### config.mk
export PLATFORM = sky130hd
export DESIGN_NAME = life_grid_generation_step
export DESIGN_NICKNAME = d
export VERILOG_FILES = /design/src/hdl/lgs_pkg.sv /design/src/hdl/lgs_row_rule.sv /design/src/hdl/lgs_row_store.sv /design/src/hdl/life_grid_generation_step.sv
export SDC_FILE = /design/constraint.sdc
export NUM_CORES = 1
export LEC_CHECK = 0
export BUFFER_PORTS_ARGS = -buffer_cell sky130_fd_sc_hd__clkbuf_2
export CORE_MARGIN = 2
export CORE_UTILIZATION = 50
export DETAILED_ROUTE_END_ITERATION = 16
export GPL_TIMING_DRIVEN = 0
export HOLD_SLACK_MARGIN = 0.15
export PLACE_DENSITY = 0.73
export SYNTH_ARGS = -nofsm -noshare
export SYNTH_HDL_FRONTEND = slang
export SYNTH_SLANG_ARGS = --single-unit
### constraint.sdc
create_clock -name i_clk -period 3.8 [get_ports i_clk]
set_input_delay 0.57 -clock i_clk [delete_from_list [all_inputs] [get_ports i_clk]]
set_output_delay 0.57 -clock i_clk [all_outputs]
set_load 0.05 [all_outputs]
### src/hdl/lgs_pkg.sv
// ----------------------------------------------------------------------------
// lgs_pkg: shared types and constants for the life grid generation step
// Grid geometry, command and result word layouts, control struct
// ----------------------------------------------------------------------------
package lgs_pkg;

    // grid geometry
    localparam int GRID_SIZE = 16;
    localparam int ROW_W     = 16;
    localparam int IDX_W     = 4;

    // life rule constants
    localparam logic [3:0] LIFE_BIRTH   = 4'd3;
    localparam logic [3:0] LIFE_KEEP_LO = 4'd2;

    // last row of the grid as an index
    localparam logic [IDX_W-1:0] LAST_ROW = IDX_W'(GRID_SIZE - 1);

    // action codes
    typedef enum logic {
        ACT_WRITE   = 1'b0,
        ACT_ADVANCE = 1'b1
    } t_action;

    // command word
    typedef struct packed {
        logic             action;
        logic [IDX_W-1:0] row_index;
        logic [ROW_W-1:0] row_bits;
    } t_in_word;

    // result word
    typedef struct packed {
        logic [IDX_W-1:0] out_row_index;
        logic [ROW_W-1:0] out_row_bits;
        logic             last_row;
    } t_out_word;

    // row store control
    typedef struct packed {
        logic             wr_en;
        logic [IDX_W-1:0] wr_idx;
        logic             shift_en;
    } t_store_ctl;

endpackage

### src/hdl/lgs_row_rule.sv
// ----------------------------------------------------------------------------
// lgs_row_rule: one row of the life rule
// New cells of a row from the rows above, at and below it, dead past the edges
// ----------------------------------------------------------------------------
module lgs_row_rule (
    input  logic [lgs_pkg::ROW_W-1:0] i_above,
    input  logic [lgs_pkg::ROW_W-1:0] i_cur,
    input  logic [lgs_pkg::ROW_W-1:0] i_below,
    output logic [lgs_pkg::ROW_W-1:0] o_next
);
    import lgs_pkg::*;

    logic [ROW_W+1:0] w_above;
    logic [ROW_W+1:0] w_cur;
    logic [ROW_W+1:0] w_below;

    // pad one dead cell on each side
    assign w_above = {1'b0, i_above, 1'b0};
    assign w_cur   = {1'b0, i_cur,   1'b0};
    assign w_below = {1'b0, i_below, 1'b0};

    // one lane per column: neighbour count and rule
    always_comb begin
        logic [3:0] n;
        for (int c = 0; c < ROW_W; c++) begin
            n = 4'(w_above[c]) + 4'(w_above[c+1]) + 4'(w_above[c+2])
              + 4'(w_cur[c])                      + 4'(w_cur[c+2])
              + 4'(w_below[c]) + 4'(w_below[c+1]) + 4'(w_below[c+2]);
            o_next[c] = (n == LIFE_BIRTH) || (i_cur[c] && (n == LIFE_KEEP_LO));
        end
    end

endmodule

### src/hdl/lgs_row_store.sv
// ----------------------------------------------------------------------------
// lgs_row_store: grid held as a shift register of rows
// Rows are written by index and rotate one row per cycle during a generation
// ----------------------------------------------------------------------------
module lgs_row_store (
    input  logic                      i_clk,
    input  logic                      i_rst_n,
    input  lgs_pkg::t_store_ctl       i_ctl,
    input  logic [lgs_pkg::ROW_W-1:0] i_wr_row,
    input  logic [lgs_pkg::ROW_W-1:0] i_shift_row,
    output logic [lgs_pkg::ROW_W-1:0] o_head,
    output logic [lgs_pkg::ROW_W-1:0] o_next_head
);
    import lgs_pkg::*;

    logic [ROW_W-1:0] r_rows [GRID_SIZE];

    // row writes and rotation, new rows enter at the tail
    always_ff @(posedge i_clk) begin
        if (!i_rst_n) begin
            for (int i = 0; i < GRID_SIZE; i++) r_rows[i] <= '0;
        end else if (i_ctl.shift_en) begin
            for (int i = 0; i < GRID_SIZE - 1; i++) r_rows[i] <= r_rows[i+1];
            r_rows[GRID_SIZE-1] <= i_shift_row;
        end else if (i_ctl.wr_en) begin
            r_rows[i_ctl.wr_idx] <= i_wr_row;
        end
    end

    assign o_head      = r_rows[0];
    assign o_next_head = r_rows[1];

endmodule

### src/hdl/life_grid_generation_step.sv
// ----------------------------------------------------------------------------
// life_grid_generation_step: Conway life grid, one generation per advance word
// Row writes load the grid; an advance computes and emits the new grid
// ----------------------------------------------------------------------------
// write word: no result, busy stays low
// advance word: busy until every row is computed, one row computed per cycle as the
// row shift register rotates; each new row appears registered on o_result,
// one per cycle, strobed, last row flagged
// next word accepted once busy falls
// synchronous active-low reset clears the grid to all dead and the control
module life_grid_generation_step (
    input  logic              i_clk,
    input  logic              i_rst_n,
    input  logic              start,
    output logic              busy,
    input  lgs_pkg::t_in_word i_cmd,
    output logic              o_strobe,
    output lgs_pkg::t_out_word o_result
);
    import lgs_pkg::*;

    typedef enum logic [1:0] {
        S_IDLE = 2'b01,
        S_RUN  = 2'b10
    } t_state;

    t_state           r_state, n_state;
    logic [IDX_W-1:0] r_cnt, n_cnt;
    logic [ROW_W-1:0] r_prev;
    logic             r_strobe;
    t_out_word        r_result;

    t_store_ctl       w_ctl;
    logic [ROW_W-1:0] w_head, w_next_head;
    logic [ROW_W-1:0] w_above, w_below, w_new_row;
    logic             w_accept;

    assign w_accept = start && !busy;
    assign busy     = (r_state == S_RUN);

    // control sequencer
    always_comb begin
        n_state = r_state;
        n_cnt   = r_cnt;
        unique case (r_state)
            S_IDLE: begin
                if (w_accept && (i_cmd.action == ACT_ADVANCE)) begin
                    n_state = S_RUN;
                    n_cnt   = '0;
                end
            end
            S_RUN: begin
                n_cnt = r_cnt + 1'b1;
                if (r_cnt == LAST_ROW) n_state = S_IDLE;
            end
            default: n_state = S_IDLE;
        endcase
    end

    always_ff @(posedge i_clk) begin
        if (!i_rst_n) begin
            r_state  <= S_IDLE;
            r_cnt    <= '0;
            r_strobe <= 1'b0;
        end else begin
            r_state  <= n_state;
            r_cnt    <= n_cnt;
            r_strobe <= busy;
        end
    end

    // row store control, writes past the grid are dropped
    always_comb begin
        w_ctl.wr_en    = w_accept && (i_cmd.action == ACT_WRITE)
                         && (int'(i_cmd.row_index) < GRID_SIZE);
        w_ctl.wr_idx   = i_cmd.row_index;
        w_ctl.shift_en = busy;
    end

    lgs_row_store u_store (
        .i_clk       (i_clk),
        .i_rst_n     (i_rst_n),
        .i_ctl       (w_ctl),
        .i_wr_row    (i_cmd.row_bits),
        .i_shift_row (w_new_row),
        .o_head      (w_head),
        .o_next_head (w_next_head)
    );

    // neighbour rows, dead beyond the top and bottom edges
    assign w_above = (r_cnt == '0)       ? '0 : r_prev;
    assign w_below = (r_cnt == LAST_ROW) ? '0 : w_next_head;

    lgs_row_rule u_rule (
        .i_above (w_above),
        .i_cur   (w_head),
        .i_below (w_below),
        .o_next  (w_new_row)
    );

    // old row kept as the row above, result word registered
    always_ff @(posedge i_clk) begin
        if (busy) begin
            r_prev                 <= w_head;
            r_result.out_row_index <= r_cnt;
            r_result.out_row_bits  <= w_new_row;
            r_result.last_row      <= (r_cnt == LAST_ROW);
        end
    end

    assign o_strobe = r_strobe;
    assign o_result = r_result;

    // a result only follows a compute cycle
    a_strobe_after_run: assert property (@(posedge i_clk) disable iff (!i_rst_n)
        o_strobe |-> $past(r_state == S_RUN))
        else $error("result strobe without a compute cycle");

    // an accepted advance makes the block busy
    a_advance_busy: assert property (@(posedge i_clk) disable iff (!i_rst_n)
        (w_accept && (i_cmd.action == ACT_ADVANCE)) |=> busy)
        else $error("advance accepted but block not busy");

    // nothing follows the last row directly
    a_last_ends: assert property (@(posedge i_clk) disable iff (!i_rst_n)
        (o_strobe && o_result.last_row) |=> !o_strobe)
        else $error("result strobe after the last row");

    // rows are emitted in order
    a_row_order: assert property (@(posedge i_clk) disable iff (!i_rst_n)
        (o_strobe && !o_result.last_row) |=>
            (o_strobe && (o_result.out_row_index == $past(o_result.out_row_index) + 1'b1)))
        else $error("emitted rows out of order");

endmodule

# ---- Word-level counts from Yosys, hierarchy flattened
# Memory sizes are Yosys's and may differ from the RTL's.
# Index checks and enable logic that the tools add are counted.
dict set report op_classes {
  n_bitwise 17
  reduce_logical 41
  n_eq_ne 37
  muxes 34
  addsub 106
}
# operator n
set ops {}
lappend ops {{$add 4x1->4} 89}
lappend ops {{$mux 16} 19}
lappend ops {{$eq 4x2->1 const B} 32}
lappend ops {{$add 1x1->2} 15}
lappend ops {{$logic_and 1x1->1} 19}
lappend ops {{$logic_or 1x1->1} 16}
lappend ops {{$or 1x1->1} 16}
lappend ops {{$reduce_or 16->1} 1}
lappend ops {{$mux 1} 9}
lappend ops {{$mux 4} 2}
lappend ops {{$pmux 4 s2} 1}
lappend ops {{$add 4x1->4 const B} 1}
lappend ops {{$eq 4x4->1 const B} 1}
lappend ops {{$logic_not 4->1} 1}
lappend ops {{$mux 2} 2}
lappend ops {{$pmux 2 s2} 1}
lappend ops {{$reduce_and 2->1} 2}
lappend ops {{$add 2x1->3} 1}
lappend ops {{$eq 2x1->1 const B} 1}
lappend ops {{$eq 2x2->1 const B} 1}
lappend ops {{$ne 2x1->1 const B} 1}
lappend ops {{$ne 2x2->1 const B} 1}
lappend ops {{$reduce_bool 2->1} 1}
lappend ops {{$logic_not 1->1} 1}
lappend ops {{$not 1->1} 1}
dict set report word_totals {
  elab_cells 243
  out_inout_bits 23
  register_bits 44
  inputBits 24
  ram_bits 256
  mem_count 1
}
# name words word_bits read_ports rd_ports_with_merged_regs wr line_no
set memory_table {}
lappend memory_table {u_store.r_rows 16 16 16 0 16 lgs_row_store.sv:16} ;# logic [ROW_W-1:0] r_rows [GRID_SIZE];

# ---- Logic depth before layout (Yosys ltp)
# Gate-level depths: netlist (run 1).
dict set report depth {
  word_depth 13
  depth_mapped 17
  depth_no_buf 15
}

# ---- By module
# A second synthesis (run 1) with hierarchy kept.
dict set report hier_totals {
  cells_unflattened 1123
  area_unflattened_um2 15406.0
}
# mod cells_each area_per_inst_um2 instances seq_area_each_um2
set modules_own_cells {}
lappend modules_own_cells {lgs_row_store 750 11242.0 1 7687.4}
lappend modules_own_cells {lgs_row_rule 267 2487.4 1 0.0}
lappend modules_own_cells {life_grid_generation_step 106 1676.6 1 1251.2}

# ---- Worst setup path before layout (run 1)
# No wires, ideal clock.
dict set report synth_path {
  path_kind {flip-flop to flip-flop}
  startpoint {reg r_cnt[0]}
  endpoint {mem u_store.r_rows[15][14] (data pin)}
  arrival_ns 3.940
  synth_period_minus_slack_ns 4.116
  stages_incl_launch_ff 15
  t_required_ns 3.624
  setup_time_ns 0.176
  n_path_buf 2
  path_slack_ns -0.316
  path_cell_list {dfxtp_1 -> inv_1 -> ha_1 -> or3b_1 -> buf_2 -> clkbuf_1 -> and2_1 -> ha_1 -> fa_1 -> fa_1 -> fa_1 -> inv_1 -> fa_1 -> o21bai_1 -> o32ai_1}
}
# element line_no
set synth_lines {}
lappend synth_lines {{start: declaration} life_grid_generation_step.sv:28} ;# logic [IDX_W-1:0] r_cnt, n_cnt;
lappend synth_lines {{start signal: assignment} life_grid_generation_step.sv:67} ;# r_cnt <= n_cnt;
lappend synth_lines {{end: declaration} lgs_row_store.sv:16}

==> results of run 1 <==
## routing by layer
layer	up-vias	part of all wire, %	wire, um
met5	-	0.094	36
met1	5211	41	15580
met3	108	7.4	2837
met2	390	49	18660
li1	4615	-	-
met4	6	3.4	1304
## state kept, by name (all words and copies together), names as in the netlist
register	flops
o_result	21
o_strobe	1
r_cnt	4
r_prev	16
r_state	2
u_store.r_rows	256
## cells by family (layout without fill, tap and decap cells)
family	after synthesis	count (layout)	share of synthesized area, %
adder cells (fa/ha/maj)	98	98	10.18
flip-flops	300	300	56.84
buffers and inverters	173	304	5.211
XOR/XNOR	21	21	1.170
multiplexers	82	82	5.227
AO/OA/AOI/OAI	242	242	13.41
other	0	1	0
AND/OR/NAND/NOR	236	236	7.964
## final timing paths
path	start	to	slack, ps
setup / recovery	r_cnt[0]	u_store.r_rows[15][13]	-310
hold / removal	i_cmd[15]	u_store.r_rows[15][15]	460
setup reg to reg	r_cnt[0]	u_store.r_rows[15][13]	-310
hold reg to reg	u_store.r_rows[8][9]	u_store.r_rows[7][9]	540
## through the flow
stage                     hold slack [ps]  utilization [%]
after floorplan                     454.8                -
after global placement              481.1            53.67
after detailed placement            489.0            53.91
after CTS                           442.8            58.72
after global routing                443.2            59.22
final                               455.2            59.23
## layout make-up
| class | instances | area (um^2) | share of cell area (%) |
|---|---|---|---|
| flip-flops and latches | 300 | 8947 | 49.13 |
| multi-input cells | 679 | 6330 | 34.76 |
| clock buffers | 48 | 1007 | 5.530 |
| plain buffers | 94 | 550.5 | 3.023 |
| well taps | 396 | 495.5 | 2.721 |
| repair buffers | 72 | 454.2 | 2.494 |
| inverters | 76 | 295.3 | 1.621 |
| clock inverters | 14 | 130.1 | 0.7145 |
| diodes | 1 | 2.502 | 0.01374 |
## synth_stat cells (7+ instances only)
cell	number	area, um^2
a22o_1	50	437.9
a32o_1	112	1121
buf_6	11	123.9
buf_4	9	67.56
o21bai_1	12	90.09
a31o_2	9	78.83
and2_1	19	118.9
a21oi_1	23	115.1
nor2_1	27	101.4
ha_1	48	600.6
nor2b_1	25	156.4
and3_1	10	62.56
buf_2	41	205.2
mux2i_1	81	810.8
edfxtp_1	293	8798
xnor2_1	19	166.4
inv_1	74	277.8
fa_1	50	1001
o32ai_1	12	105.1
nand2_1	109	409.1
dfxtp_1	7	140.1
clkbuf_1	32	120.1
## what timing repair did
item / in CTS / in global routing
endpoints found under the hold margin: 0 / 0
endpoints found under the setup margin: 26 / 29
pin swaps: 17 / 16
resized for setup: 53 / 32
setup buffers: 14 / 6
## worst max-delay path: cells and delay by family, from the launching register on
family | cells | cell delay [ps]
AO/OA/AOI/OAI | 2 | 480
adder cells (fa/ha/maj) | 6 | 2060
flip-flops | 1 | 360
AND/OR/NAND/NOR | 2 | 510
buffers and inverters | 6 | 530
## power by group
group          switching (W)  leakage, nW  total (W)  internal, W
sequential         0.0000703         3.04    0.00388      0.00381
clock                0.00135        0.565    0.00334      0.00200
combinational       0.000463         3.84   0.000717     0.000254
==> results.md, run 1 <==
- Number of flops mapped to enable cells by yosys: 293
- Slew @ Worst Pin: 832.6 ps
- PnR worst setup slack: -312.9 ps
- Filler Cells Inserted: 2418
- Crit-path most repeated cell: fa_1
- First-pass GRT wire length: 59.95 mm
- Final Power: 0.007935 W
- Leak pwr: 7.442 nW
- RSZ-0062 raised after global routing: yes
- Post-Layout Inst Area: 18210 um^2
- WL/cell: 22.86 um
- Met3 Usage GRT: 5.221%
- Mean post-synth cell area: 13.65 um^2
- GR peak layer: met2
- Worst Clk Skew: 12.20 ps
- Most frequent cells in the layout: edfxtp_1 (293), a32o_1 (112), nand2_1 (107)
- Starting Density: 51.14%
- Status: finished, violations left
- IO Pins: 47
- CP max stage cell: fa_1
- Final worst path period need: 4113 ps
- H-Tree Depth: 2
- Number of global-route vias before repair: 10610
- Port bufs: 44
- Row cnt: 64
- Max Clock Freq: 0.2431 GHz
- Violated checks: setup timing
- Initial antenna violation count: 3
- Fin Setup TNS: -1740 ps
- Slew HR: 44.49%
- Register bit total from synthesis: 300
- Routability Congestion: 0.8269
- Dpl cell area: 16580 um^2
- Max FO, Critical Path: 6
- Worst hold path type: in -> reg
- Post-Syn Instances: 1152
- Period utilization: 108.2%
- Core area: 30750 um^2
- Asr flop ratio synth: 0%
- Drc violations: 0
- Hold path depth: 2
- Critical Path Max Stage Delay: 490 ps
- # setup viols final: 10
- Crit-path cells: inv_4 -> ha_4 -> or3b_1 -> buf_6 -> clkbuf_16 -> and2_4 -> ha_4 -> fa_1 -> inv_1 -> fa_1 -> inv_2 -> fa_2 -> inv_2 -> fa_1 -> o21bai_4 -> o32ai_2
- Maxcap violations: 0
- Die X: 181.4 um
- Slew Limit Fails: 0
- Largest net degree at the start of global routing: 48
- Commonest non-fill, non-tap cell in the layout: edfxtp_1
- Hold Vio Cnt, Final: 0
- DP Worst Slack: -569.4 ps
- Share of cells above drive strength 1: 21.36%
- DR iter-0 viols: 929
- Worst Path Required: 4150 ps
- Clock root cell: clkbuf_16
- DP Cell Count: 1600
- Critical path launch point type: register
- PwrDens: 435.7 nW/um^2
- Die area: 32890 um^2
- Sequential area share after synthesis: 56.84%
- DP HPWL: 27.23 mm
- Clock Latency Late Sink: 520 ps
- Clock Tree Buf Depth: 3
- Layout Nets: 1380
- Ys flop type: edfxtp_1
- Overall routing resource usage: 23.66%
- Peak VDD IR: 396.9 uV
- Crit Path Class: reg -> reg
- TritonCTS clock tree: done
- First-pass DRT Iterations: 5
- Clock Sinks: 300
- DR vias: 10330
- Synthesized cell area: 15730 um^2
- Hold Buf Count CTS: 0
- GR Overflow Total: 0
- Endpoint type of the worst setup path: register
- Syn nets: 1274
- Die H: 181.4 um
- Unique masters post-synth: 56
- R2r worst-path depth: 16
- Post-DRT Antenna Nets: 0
- Area growth, synth to finish: 15.81%
- Final cell count without fillers: 1680
- Total CTS buffers: 35
- Yosys warns: 0
- Clock transition at path regs: 60 ps
- Drt via density: 6.149
- Total Routed Length: 38.41 mm
- Grt met2 use: 39.34%
- Met1 Use GR: 30.58%
- Critical path arrival: 4460 ps
No activity file was read; power rests on OpenSTA's default activity.
==> inputs of run 2 (changes only) <==
--- a/config.mk
+++ b/config.mk
@@ -5,13 +5,15 @@
 export SDC_FILE = /design/constraint.sdc
 export NUM_CORES = 1
 export LEC_CHECK = 0
-export BUFFER_PORTS_ARGS = -buffer_cell sky130_fd_sc_hd__clkbuf_2
+export CAP_MARGIN = 20
 export CORE_MARGIN = 2
 export CORE_UTILIZATION = 50
 export DETAILED_ROUTE_END_ITERATION = 16
+export DONT_BUFFER_PORTS = 1
 export GPL_TIMING_DRIVEN = 0
 export HOLD_SLACK_MARGIN = 0.15
-export PLACE_DENSITY = 0.73
+export MAX_ROUTING_LAYER = met4
+export PLACE_DENSITY = 0.72
 export SYNTH_ARGS = -nofsm -noshare
 export SYNTH_HDL_FRONTEND = slang
 export SYNTH_SLANG_ARGS = --single-unit
==> run 2 against run 1 <==
Effect of this change:
- the run still ends with setup timing left
- first-iteration DRC count shrank 10%
- fmax grew 0.64%
- die area is the same
- sequential power is essentially flat
- highest routed layer is now met4
- count of clock-buffer cells in the layout shrank 9
- sequential share of layout area is essentially flat
- clock power shrank 1%
- clock skew grew 11 ps
- global-route usage grew 0.45 points
- critical path depth grew 1
- combinational power grew 2%
- largest power group unchanged
==> results.md, run 2 (synthesis gave the netlist of run 1 again) <==
- Clock root cell: clkbuf_16
- Status: finished, violations left
- Fin Setup TNS: -1505 ps
- Slew HR: 34.42%
- FF-to-FF End: o_result[2]
- Number of global-route vias before repair: 10260
- CP startpoint: r_cnt[0]
- Final Power: 0.007909 W
- Routability Congestion: 0.8489
- Worst Path Required: 4180 ps
- IO Pins: 47
- Drt via density: 6.138
- Max FO, Critical Path: 4
- Crit Path Class: reg -> reg
- DP HPWL: 26.71 mm
- Antenna cells: 0
- Max Clock Freq: 0.2447 GHz
- Row cnt: 64
- Clock Latency Late Sink: 530 ps
- Overall routing resource usage: 24.11%
- Clock transition at path regs: 60 ps
- GR Overflow Total: 0
- Peak VDD IR: 344.4 uV
- Starting Density: 51.14%
- Worst hold path type: in -> reg
- Critical Path Sink: o_result[2]
- First-pass GRT wire length: 59.10 mm
- Largest register FFs: 256
- H-Tree Depth: 2
- PwrDens: 434.5 nW/um^2
- DR iter-0 viols: 833
- Drc violations: 0
- Period utilization: 107.5%
- Die X: 181.4 um
- Slew Limit Fails: 0
- Post-DRT Antenna Nets: 0
- Worst Clk Skew: 23.22 ps
- Die H: 181.4 um
- Most frequent cells in the layout: edfxtp_1 (293), a32o_1 (112), nand2_1 (107)
- R2r worst-path depth: 17
- RSZ-0062 raised after global routing: yes
- PnR worst setup slack: -286.6 ps
- Hold Vio Cnt, Final: 0
- Core area: 30750 um^2
- # setup viols final: 8
- DR vias: 10090
- Commonest non-fill, non-tap cell in the layout: edfxtp_1
- Maxcap violations: 0
- Area growth, synth to finish: 15.74%
- TritonCTS clock tree: done
- Clock Sinks: 300
- First-pass DRT Iterations: 6
- Total Routed Length: 38.05 mm
- Slew @ Worst Pin: 977.1 ps
- Largest net degree at the start of global routing: 48
- R2r setup slk: -290 ps
- Violated checks: setup timing
- Endpoint type of the worst setup path: register
- Initial antenna violation count: 0
- Total CTS buffers: 34
- Worst reg2reg startpoint: r_cnt[0]
- Die area: 32890 um^2
- Port bufs: 0
- WL/cell: 23.16 um
- Final worst path period need: 4087 ps
- Biggest register: u_store.r_rows
- Finished Core Util: 59.19%
- Leak pwr: 7.316 nW
- Critical path launch point type: register
- Clock Tree Buf Depth: 3
- Share of cells above drive strength 1: 20.77%
- Layout Nets: 1345
- Critical path arrival: 4470 ps
## run 2: critical path, cell delays in order, from the launching register on
cell and delay (ps):
dfxtp_4 350, inv_4 60, ha_4 120, or3b_1 350
buf_6 140, buf_4 140, buf_8 120, and2_4 160
ha_4 240, fa_2 560, xor2_1 160, ha_1 270
fa_2 350, inv_2 70, fa_2 420, o21bai_4 200
buf_6 130, nor2_4 90
## run 2: layer usage
layer / part of all wire [%] / global-route usage, % / wire length, um
met5: 0 / - / 0
met4: 1.7 / 6.276 / 647
met3: 7.6 / 6.047 / 2880
met2: 49 / 38.70 / 18810
met1: 41 / 30.78 / 15710
## run 2: per-stage QoR
step | hold WS, ps | instance area (um^2) | setup slack, ps | instances
6_report | 263.7 | 18200 | -286.6 | 1643
5_1_grt | 255.6 | 18200 | -385.1 | 1643
4_1_cts | 254.9 | 17910 | -306.3 | 1633
3_5_place_dp | 483.2 | 16360 | -563.0 | 1556
3_3_place_gp | 478.9 | 16280 | -495.7 | 1548
2_1_floorplan | 454.8 | 15790 | -72.10 | 1152
## run 2: layout make-up
cell class / count / area [um^2]
clock buffer: 39 / 879.6
sequential: 300 / 8946
multi-input combinational: 679 / 6452
fill: 2375 / 12550
inverter: 76 / 292.8
buffer: 94 / 569.3
clock inverter: 21 / 235.2
timing repair buffer: 38 / 330.3
tap: 396 / 495.5
## run 2: how the worst min path moves through the flow
| stage | start | end | depth (start not counted) |
|---|---|---|---|
| 3_5_place_dp | r_cnt[0] | o_result[17] | 0 |
| 5_1_grt | i_cmd[15] | u_store.r_rows[15][15] | 1 |
| 6_report | i_cmd[15] | u_store.r_rows[15][15] | 1 |
| 4_1_cts | i_cmd[15] | u_store.r_rows[15][15] | 1 |
| 3_3_place_gp | r_cnt[0] | o_result[17] | 0 |
| 2_1_floorplan | r_cnt[0] | o_result[17] | 0 |
## run 2: repair_timing
item / 4_1_cts / 5_1_grt
hold buffers: 0 / 0
gates cloned: 0 / 1
setup buffers: 18 / 11
endpoints found under the setup margin: 29 / 23
pin swaps: 16 / 34
resized for setup: 69 / 40
## run 2: report_power, final
group	internal [W]	switching [W]	total (W)	leakage, nW
Sequential	0.00380	0.0000770	0.00388	3.04
Combinational	0.000275	0.000455	0.000730	3.73
Clock	0.00190	0.00140	0.00330	0.549
